--- src/rtl/assert_macros.svh ---
// Assertion macros used by the top-level module.
`ifndef ASSERT_MACROS_SVH
`define ASSERT_MACROS_SVH

// Same-cycle implication, checked on every rising edge outside reset.
`define ASB_ASSERT_NOW(label, ante, cons) \
  label: assert property (@(posedge clk) disable iff (rst) (ante) |-> (cons)) \
    else $error("%m: same-cycle check failed");

// Next-cycle implication, checked on every rising edge outside reset.
`define ASB_ASSERT_NEXT(label, ante, cons) \
  label: assert property (@(posedge clk) disable iff (rst) (ante) |=> (cons)) \
    else $error("%m: next-cycle check failed");

`endif

--- src/rtl/asb_pkg.sv ---
// Types and constants of the adaptive spin backoff unit.
package asb_pkg;

  localparam int DATA_W = 16;
  localparam int IDX_W  = 3;

  localparam logic [DATA_W-1:0] LIMIT_RAISE = 16'd100;
  localparam logic [DATA_W-1:0] COUNT_MAX   = 16'hFFFF;

  localparam logic [IDX_W-1:0] REG_SPIN_FLOOR   = 3'd0;
  localparam logic [IDX_W-1:0] REG_SPIN_CEILING = 3'd1;
  localparam logic [IDX_W-1:0] REG_MAX_SLEEPS   = 3'd2;
  localparam logic [IDX_W-1:0] REG_FIRST_SLEEP  = 3'd3;
  localparam logic [IDX_W-1:0] REG_SLEEP_CAP    = 3'd4;

  localparam logic [DATA_W-1:0] RST_SPIN_FLOOR   = 16'd10;
  localparam logic [DATA_W-1:0] RST_SPIN_CEILING = 16'd1000;
  localparam logic [DATA_W-1:0] RST_MAX_SLEEPS   = 16'd1000;
  localparam logic [DATA_W-1:0] RST_FIRST_SLEEP  = 16'd1;
  localparam logic [DATA_W-1:0] RST_SLEEP_CAP    = 16'd1000;

  typedef enum logic [1:0] {
    ACT_SPIN     = 2'd0,
    ACT_SLEEP    = 2'd1,
    ACT_ACQUIRED = 2'd2,
    ACT_TIMEOUT  = 2'd3
  } asb_action_t;

  typedef struct packed {
    logic [DATA_W-1:0] spin_limit_floor;
    logic [DATA_W-1:0] spin_limit_ceiling;
    logic [DATA_W-1:0] max_sleeps;
    logic [DATA_W-1:0] first_sleep_ms;
    logic [DATA_W-1:0] sleep_cap_ms;
  } asb_cfg_t;

  typedef struct packed {
    logic [DATA_W-1:0] spin_limit;
    logic [DATA_W-1:0] spins_done;
    logic [DATA_W-1:0] sleeps_done;
    logic [DATA_W-1:0] next_sleep_ms;
    logic              was_contended;
  } asb_state_t;

  typedef struct packed {
    asb_action_t       action;
    logic [DATA_W-1:0] sleep_ms;
    logic [DATA_W-1:0] sleeps_taken;
    logic [DATA_W-1:0] spin_limit_now;
  } asb_result_t;

endpackage

--- src/rtl/asb_cfg_regs.sv ---
// Configuration register file of the adaptive spin backoff unit.
module asb_cfg_regs (
  input  logic                           clk,
  input  logic                           rst,
  input  logic                           cfg_we,
  input  logic [asb_pkg::IDX_W-1:0]      cfg_index,
  input  logic [asb_pkg::DATA_W-1:0]     cfg_data,
  output asb_pkg::asb_cfg_t              cfg
);

  always_ff @(posedge clk) begin
    if (rst) begin
      cfg.spin_limit_floor   <= asb_pkg::RST_SPIN_FLOOR;
      cfg.spin_limit_ceiling <= asb_pkg::RST_SPIN_CEILING;
      cfg.max_sleeps         <= asb_pkg::RST_MAX_SLEEPS;
      cfg.first_sleep_ms     <= asb_pkg::RST_FIRST_SLEEP;
      cfg.sleep_cap_ms       <= asb_pkg::RST_SLEEP_CAP;
    end else if (cfg_we) begin
      unique case (cfg_index)
        asb_pkg::REG_SPIN_FLOOR:   cfg.spin_limit_floor   <= cfg_data;
        asb_pkg::REG_SPIN_CEILING: cfg.spin_limit_ceiling <= cfg_data;
        asb_pkg::REG_MAX_SLEEPS:   cfg.max_sleeps         <= cfg_data;
        asb_pkg::REG_FIRST_SLEEP:  cfg.first_sleep_ms     <= cfg_data;
        asb_pkg::REG_SLEEP_CAP:    cfg.sleep_cap_ms       <= cfg_data;
        default: begin
        end
      endcase
    end
  end

endmodule

--- src/rtl/asb_step.sv ---
// Next-state and result logic for one lock try.
module asb_step #(
  parameter int FRACTION_BITS = 16
) (
  input  logic                          lock_busy,
  input  logic [asb_pkg::DATA_W-1:0]    random_fraction,
  input  asb_pkg::asb_cfg_t             cfg,
  input  asb_pkg::asb_state_t           st,
  output asb_pkg::asb_state_t           st_next,
  output asb_pkg::asb_result_t          res
);

  localparam int FACT_W = FRACTION_BITS + 1;
  localparam int PROD_W = asb_pkg::DATA_W + FACT_W;
  localparam int SHR_W  = PROD_W - FRACTION_BITS;
  localparam int GROW_W = asb_pkg::DATA_W + 2;
  localparam logic [FACT_W-1:0] HALF = FACT_W'(1) << (FRACTION_BITS - 1);

  logic [asb_pkg::DATA_W-1:0] spins_inc;
  logic [asb_pkg::DATA_W-1:0] sleeps_inc;
  logic [asb_pkg::DATA_W-1:0] cur_sleep;
  logic [FACT_W-1:0]          factor;
  logic [PROD_W-1:0]          prod;
  logic [SHR_W-1:0]           prod_shr;
  logic [GROW_W-1:0]          grown;
  logic [asb_pkg::DATA_W-1:0] grown_capped;
  logic [asb_pkg::DATA_W:0]   raised;

  always_comb begin
    spins_inc  = (st.spins_done == asb_pkg::COUNT_MAX) ? st.spins_done
                                                      : st.spins_done + 16'd1;
    sleeps_inc = (st.sleeps_done == asb_pkg::COUNT_MAX) ? st.sleeps_done
                                                       : st.sleeps_done + 16'd1;
    cur_sleep  = (st.next_sleep_ms == '0) ? cfg.first_sleep_ms : st.next_sleep_ms;
    factor     = {1'b0, random_fraction[FRACTION_BITS-1:0]} + HALF;
    prod       = PROD_W'(cur_sleep) * PROD_W'(factor);
    prod_shr   = prod[PROD_W-1:FRACTION_BITS];
    grown      = GROW_W'(cur_sleep) + GROW_W'(prod_shr);
    grown_capped = (grown > GROW_W'(cfg.sleep_cap_ms)) ? cfg.sleep_cap_ms
                                                       : grown[asb_pkg::DATA_W-1:0];
    raised     = {1'b0, st.spin_limit} + {1'b0, asb_pkg::LIMIT_RAISE};
  end

  always_comb begin
    st_next          = st;
    res.action       = asb_pkg::ACT_SPIN;
    res.sleep_ms     = '0;
    res.sleeps_taken = '0;
    if (lock_busy) begin
      st_next.was_contended = 1'b1;
      st_next.spins_done    = spins_inc;
      if (spins_inc >= st.spin_limit) begin
        st_next.spins_done  = '0;
        st_next.sleeps_done = sleeps_inc;
        if (sleeps_inc >= cfg.max_sleeps) begin
          res.action            = asb_pkg::ACT_TIMEOUT;
          res.sleeps_taken      = sleeps_inc;
          st_next.spins_done    = '0;
          st_next.sleeps_done   = '0;
          st_next.next_sleep_ms = '0;
          st_next.was_contended = 1'b0;
        end else begin
          res.action            = asb_pkg::ACT_SLEEP;
          res.sleep_ms          = cur_sleep;
          st_next.next_sleep_ms = grown_capped;
        end
      end
    end else begin
      res.action       = asb_pkg::ACT_ACQUIRED;
      res.sleeps_taken = st.sleeps_done;
      if (st.was_contended) begin
        if (st.sleeps_done == '0) begin
          if (st.spin_limit < cfg.spin_limit_ceiling) begin
            st_next.spin_limit = (raised < {1'b0, cfg.spin_limit_ceiling})
                                 ? raised[asb_pkg::DATA_W-1:0]
                                 : cfg.spin_limit_ceiling;
          end
        end else if (st.spin_limit > cfg.spin_limit_floor) begin
          st_next.spin_limit = st.spin_limit - 16'd1;
        end
      end
      st_next.spins_done    = '0;
      st_next.sleeps_done   = '0;
      st_next.next_sleep_ms = '0;
      st_next.was_contended = 1'b0;
    end
    res.spin_limit_now = st_next.spin_limit;
  end

endmodule

--- src/rtl/adaptive_spin_backoff_unit.sv ---
// Top level of the adaptive spin backoff unit.
// A try is registered at its input transfer, its result when the try fires.
// Throughput: one try per cycle unless res_stall holds the result; the state
// update is a single pass of counter, multiply and clamp logic between input
// and result registers.
// Reset: synchronous; clears both stages, the attempt state and loads defaults.
`include "assert_macros.svh"

module adaptive_spin_backoff_unit #(
  parameter int SPINS_DEFAULT = 100,
  parameter int FRACTION_BITS = 16
) (
  input  logic                        clk,
  input  logic                        rst,
  input  logic                        cfg_we,
  input  logic [asb_pkg::IDX_W-1:0]   cfg_index,
  input  logic [asb_pkg::DATA_W-1:0]  cfg_data,
  input  logic                        try_valid,
  output logic                        try_stall,
  input  logic                        lock_busy,
  input  logic [asb_pkg::DATA_W-1:0]  random_fraction,
  output logic                        res_valid,
  input  logic                        res_stall,
  output logic [1:0]                  action,
  output logic [asb_pkg::DATA_W-1:0]  sleep_ms,
  output logic [asb_pkg::DATA_W-1:0]  sleeps_taken,
  output logic [asb_pkg::DATA_W-1:0]  spin_limit_now
);

  asb_pkg::asb_cfg_t    cfg;
  asb_pkg::asb_state_t  st;
  asb_pkg::asb_state_t  st_next;
  asb_pkg::asb_result_t step_res;
  asb_pkg::asb_result_t res;

  logic                       s1_valid;
  logic                       s1_busy;
  logic [asb_pkg::DATA_W-1:0] s1_fraction;
  logic                       advance;
  logic                       fire;
  logic                       attempt_ends;
  logic                       acquire_fires;
  logic                       attempt_open;
  logic                       attempt_clear;

  assign advance   = !(res_valid && res_stall);
  assign try_stall = s1_valid && !advance;
  assign fire      = s1_valid && advance;

  asb_cfg_regs u_cfg (
    .clk       (clk),
    .rst       (rst),
    .cfg_we    (cfg_we),
    .cfg_index (cfg_index),
    .cfg_data  (cfg_data),
    .cfg       (cfg)
  );

  asb_step #(
    .FRACTION_BITS (FRACTION_BITS)
  ) u_step (
    .lock_busy       (s1_busy),
    .random_fraction (s1_fraction),
    .cfg             (cfg),
    .st              (st),
    .st_next         (st_next),
    .res             (step_res)
  );

  always_ff @(posedge clk) begin
    if (rst) begin
      s1_valid <= 1'b0;
    end else if (!try_stall) begin
      s1_valid <= try_valid;
    end
  end

  always_ff @(posedge clk) begin
    if (try_valid && !try_stall) begin
      s1_busy     <= lock_busy;
      s1_fraction <= random_fraction;
    end
  end

  always_ff @(posedge clk) begin
    if (rst) begin
      st.spin_limit    <= asb_pkg::DATA_W'(SPINS_DEFAULT);
      st.spins_done    <= '0;
      st.sleeps_done   <= '0;
      st.next_sleep_ms <= '0;
      st.was_contended <= 1'b0;
    end else if (fire) begin
      st <= st_next;
    end
  end

  always_ff @(posedge clk) begin
    if (rst) begin
      res_valid <= 1'b0;
    end else if (advance) begin
      res_valid <= s1_valid;
    end
  end

  always_ff @(posedge clk) begin
    if (fire) begin
      res <= step_res;
    end
  end

  assign action         = res.action;
  assign sleep_ms       = res.sleep_ms;
  assign sleeps_taken   = res.sleeps_taken;
  assign spin_limit_now = res.spin_limit_now;

  assign attempt_ends  = fire && (step_res.action == asb_pkg::ACT_ACQUIRED ||
                                  step_res.action == asb_pkg::ACT_TIMEOUT);
  assign acquire_fires = fire && step_res.action == asb_pkg::ACT_ACQUIRED;
  assign attempt_open  = res_valid && (res.action == asb_pkg::ACT_SPIN ||
                                       res.action == asb_pkg::ACT_SLEEP);
  assign attempt_clear = st.spins_done == '0 && st.sleeps_done == '0 &&
                         st.next_sleep_ms == '0 && !st.was_contended;

  `ASB_ASSERT_NOW(a_stall_needs_item, try_stall, s1_valid && res_valid)
  `ASB_ASSERT_NOW(a_sleep_only_on_sleep, res_valid && res.action != asb_pkg::ACT_SLEEP, res.sleep_ms == '0)
  `ASB_ASSERT_NOW(a_taken_only_at_end, attempt_open, res.sleeps_taken == '0)
  `ASB_ASSERT_NEXT(a_end_clears_attempt, attempt_ends, attempt_clear)
  `ASB_ASSERT_NEXT(a_limit_moves_on_acquire, !acquire_fires, $stable(st.spin_limit))

endmodule
--- config.mk ---
export PLATFORM = sky130hd
export DESIGN_NAME = adaptive_spin_backoff_unit
export DESIGN_NICKNAME = d
export VERILOG_FILES = /design/src/rtl/asb_pkg.sv /design/src/rtl/asb_cfg_regs.sv /design/src/rtl/asb_step.sv /design/src/rtl/adaptive_spin_backoff_unit.sv
export VERILOG_INCLUDE_DIRS = /design/src /design/src/rtl
export SDC_FILE = /design/constraint.sdc
export NUM_CORES = 1
export LEC_CHECK = 0
export ABC_AREA = 0
export BUFFER_PORTS_ARGS = -buffer_cell sky130_fd_sc_hd__buf_4
export CORE_UTILIZATION = 25
export CTS_BUF_LIST = sky130_fd_sc_hd__clkbuf_4
export DETAILED_ROUTE_END_ITERATION = 10
export PLACE_DENSITY = 0.5
export SETUP_SLACK_MARGIN = 0.2
export SLEW_MARGIN = 20
export SYNTH_ARGS = -nofsm -noshare
export SYNTH_HDL_FRONTEND = slang
export SYNTH_HIERARCHICAL = 1
export SYNTH_SLANG_ARGS = --single-unit
--- constraint.sdc ---
create_clock -name clk -period 10 [get_ports clk]
set_clock_uncertainty 0.1 [all_clocks]
set_input_delay 0.5 -clock clk [delete_from_list [all_inputs] [get_ports clk]]
set_output_delay 0.5 -clock clk [all_outputs]
set_load 0.03 [all_outputs]
Yosys cells after proc, flatten, opt, wreduce, memory -nomap -nowiden
Index checks and enable logic that the tools add are counted.

Word-level logic and storage cells: 78. Bits in registers: 214.

Add/sub/neg operators: 6. Muxes and demuxes: 20. Bitwise gates (word level): 2. Equal/unequal tests: 7. Multiply operators: 1. Reductions and logical operators: 17. Magnitude comparators: 6.

Operators with widths (count): $mux 16 (15); $mux 49 (2); $mux 34 (1); $mul 16x17->33 (1); $add 16x1->16 const B (2); $eq 16x16->1 const B (2); $ge 16x16->1 (2); $logic_not 16->1 (2); $add 16x17->18 (1); $gt 18x16->1 (1); $add 16x16->17 const B (1); $add 16x7->17 const B (1); $lt 17x16->1 (1); $gt 16x16->1 (1); $lt 16x16->1 (1); $sub 16x1->16 const B (1); $reduce_and 2->1 (7); $eq 3x2->1 const B (2); $logic_and 1x1->1 (4); $eq 3x1->1 const B (1); $eq 3x3->1 const B (1); $logic_not 3->1 (1); $reduce_or 3->1 (1); $logic_not 1->1 (2); 4 further kinds (5).

Logic depth before layout (Yosys ltp)
Depth in word-level cells: 9. Mapped depth: 53. Gate-level depth less buffers: 50.

Modules after synthesis
The synthesis kept the hierarchy.

Modules (own cells, without submodules): asb_step (sequential area each 0.0 um2, cells each 1936, instances 1, area each 14775.4 um2); adaptive_spin_backoff_unit (sequential area each 3353.2 um2, cells each 358, instances 1, area each 4967.3 um2); asb_cfg_regs (sequential area each 1601.5 um2, cells each 292, instances 1, area each 3176.8 um2).

Least setup slack after synthesis
Ideal clock, no wire load.

Path type: register -> register. From: register st[8] (netlist name). To: register st[11] (netlist name). Required time: 9.774 ns. Path buffers: 4. Library setup time: 0.126 ns. Slack: -0.753 ns. Cell stages (with the launch flop): 50. Clock period less this slack: 10.753 ns. Data arrival time: 10.527 ns. Cell sequence: dfxtp_1 -> nor4_1 -> and4_1 -> buf_4 -> clkbuf_1 -> a21oi_1 -> inv_1 -> buf_1 -> nand2_1 -> fa_1 -> fa_1 -> fa_1 -> inv_1 -> fa_1 -> fa_1 -> inv_1 -> fa_1 -> inv_1 -> [... 14 more ...] -> o21a_1 -> a21boi_0 -> nor2_1 -> xnor2_1 -> ha_1 -> nor2b_1 -> o21ai_0 -> nand2b_1 -> a221o_1 -> a211oi_2 -> a21oi_1 -> or3_4 -> mux2i_4 -> buf_12 -> mux2i_1 -> o21ai_1 -> nand2b_1 -> mux2i_1.

==> flow_summary.json <==
{
  "cp-end-kind": "flop",
  "grt_pass1_wl_um": 108700,
  "boundaryPins": 93,
  "antenna_found_initial": 9,
  "cts_tree": "built",
  "cpPeakStageDelay_ns": 0.54,
  "regArea_um2": 4969,
  "worst_slew_pin_slew_ns": 1.147,
  "netlist_area_um2": 22920,
  "h-tree-depth": 3,
  "max_freq_ghz": 0.09560,
  "grt_pass1_vias": 19130,
  "violations": "setup timing",
  "cts_sinks": 214,
  "firstDrtPassIters": 5,
  "multi_input_area_um2": 16550,
  "ys.flop_type": "dfxtp_1",
  "post-route-min-period_ns": 10.46,
  "grt_start_max_net_pins": 135,
  "worstSetupPathType": "flop to flop",
  "clkTransAtPathRegs_ns": 0.07,
  "power_w": 0.002590,
  "drtAntennaViolNets": 0,
  "grt_setup_unrepaired": "true",
  "slew_viol_final": 0,
  "num_rows": 110,
  "gr-total-overflow": 0,
  "ys_types": 86,
  "synth_top_area_share_pct": 18.08,
  "hold_viol_final": 0,
  "slowest_stage": "fa_1",
  "synth-edff-count": 67,
  "setup_viol": 16,
  "globalplace.congestion": 0.8445,
  "crit_arrival_ns": 11.00,
  "port_buffers": 92,
  "dr.first_iter.drc_count": 926,
  "die-height_um": 304.8,
  "cp_common_cell": "fa_1",
  "fp.coreArea_um2": 90420,
  "yosysWarnings": 6,
  "final_common_cell": "inv_1",
  "synth_seq_cells": 214,
  "drive_above_1_share_pct": 20.13,
  "final_cell_mix": "340 x inv_1, 301 x buf_4, 219 x nand2b_1",
  "synth_cells": 2586,
  "fp.dieW_um": 304.8,
  "p_per_area_nw_per_um2": 91.59,
  "slew_headroom_pct": 23.47,
  "cts_buffer_depth": 3,
  "drc_errors": 0,
  "required_ns": 10.54,
  "fp.dieArea_um2": 92890,
  "p_leak_nw": 12.98,
  "ir_drop_mv": 0.09083,
  "fin_crit_sh_pct": 104.6,
  "clkLatencyLatePin_ns": 0.83,
  "worst_slack_ns": -0.4608,
  "crit_fanout": 8,
  "fill_cells": 9555,
  "synth_area_leaders": "fa_1 18%, dfxtp_1 13%, ha_1 12%",
  "status": "finished, violations left",
  "cts_buffers": 66,
  "hpwl_um": 51830,
  "start_util_pct": 25.35,
  "hold_path_class": "primary input to flop",
  "cap_violations": 0,
  "wl_per_cell_um": 16.57,
  "cts_root_buf": "clkbuf_4",
  "syn_avg_cell_area_um2": 8.863,
  "vias_per_cell": 4.508,
  "yosysTopAreaCell": "fa_1",
  "ys_seq_area_share_pct": 21.62,
  "postSynth.asyncResetShare_pct": 0,
  "post-route-util_pct": 31.27,
  "final_net_count": 3337,
  "critPathLaunchType": "flop",
  "wl_um": 68100,
  "syn_to_final_growth_pct": 23.39,
  "vias": 18520,
  "grtUsageTotal_pct": 14.80
}
-- flip-flops by register name, summed over array words and instances (netlist names) --
| name | cells |
|---|---|
| sleeps_taken | 16 |
| st | 65 |
| spin_limit_now | 16 |
| sleep_ms | 16 |
| action | 2 |
| res_valid | 1 |
| s1_busy | 1 |
| s1_valid | 1 |
| s1_fraction | 16 |
| u_cfg/cfg | 80 |
-- logic make-up after synthesis --
logic type      Yosys count  synth area share, %
xor+xnor                 71                2.713
compound gates          317                9.046
buf+inv                 497                8.816
simple gates            895                20.56
flops                   214                21.62
mux                     170                7.501
fa+ha+maj               420                29.71
other cells               2              0.03277
-- per-stage QoR --
step / instances / TNS, ns / instance area [um^2] / worst slack (ns) / hold WS (ns)
2_1_floorplan: 2587 / 0 / 23160 / 0.1138 / 0.3454
3_3_place_gp: 3921 / -10.70 / 26280 / -0.6859 / 0.3606
3_5_place_dp: 3921 / -11.64 / 26280 / -0.7608 / 0.3648
4_1_cts: 4093 / -5.476 / 28020 / -0.3744 / 0.007640
5_1_grt: 4106 / -14.88 / 28270 / -0.9754 / 0.03309
6_report: 4109 / -7.019 / 28280 / -0.4608 / 0.07563
-- layout make-up --
cell class,count,area share (%)
Multi-Input combinational cell,1876,58.53
Inverter,359,4.774
Clock inverter,21,0.4778
Sequential cell,214,17.57
Antenna cell,7,0.06194
Timing Repair Buffer,359,10.80
Clock buffer,97,2.575
Tap cell,1176,5.203
-- critical path, delay by kind of cell, from the launching register on --
family,cells,cell delay [ns]
adder cells (fa/ha/maj),9,3.85
AND/OR/NAND/NOR,13,2.33
AO/OA/AOI/OAI,14,1.78
buffers and inverters,10,1.10
multiplexers,3,0.47
flip-flops,1,0.33
XOR/XNOR,2,0.30
-- metal layers --
metal / global-route usage, % / vias to the layer above / wire length [um]
met4: 4.205 / 8 / 1577
met5: 0 / - / 45
met3: 2.656 / 105 / 2916
met1: 20.36 / 8993 / 32950
li1: - / 9103 / -
met2: 23.58 / 315 / 30600
-- synth_stat cells (all sizes together) (14+ instances only) --
cell / count
inv: 358
nand2: 219
nand2b: 219
ha: 213
fa: 207
mux2i: 166
dfxtp: 147
nor2: 138
and2: 119
clkbuf: 94
a21oi: 88
o21ai: 76
edfxtp: 67
xnor2: 57
a21o: 49
nand3: 46
buf: 44
and3: 40
nor3: 27
nand4: 26
nor2b: 15
xor2: 14
-- what timing repair did --
action	CTS	global route
hold buffers	30	0
resized for setup	84	42
gates cloned	4	0
setup buffers	20	9
setup endpoints to repair	16	16
pin swaps	47	43
endpoints found under the hold margin	58	0
-- path summary, 6_finish.rpt --
path | startpoint | slack [ns] | cells after the start | end
setup / recovery | st[6] | -0.46 | 51 | st[16]
hold / removal | cfg_data[4] | 0.08 | 3 | u_cfg/cfg[68]
setup reg to reg | st[6] | -0.46 | 51 | st[16]
hold reg to reg | u_cfg/cfg[68] | 0.38 | 2 | u_cfg/cfg[68]
-- power by group --
group          internal, W  switching (W)  total (W)
clock network     0.000476       0.000450   0.000926
registers         0.000916      0.0000226   0.000938
logic             0.000346       0.000380   0.000726
total              0.00174       0.000853    0.00259
No activity file was read; power rests on OpenSTA's default activity.
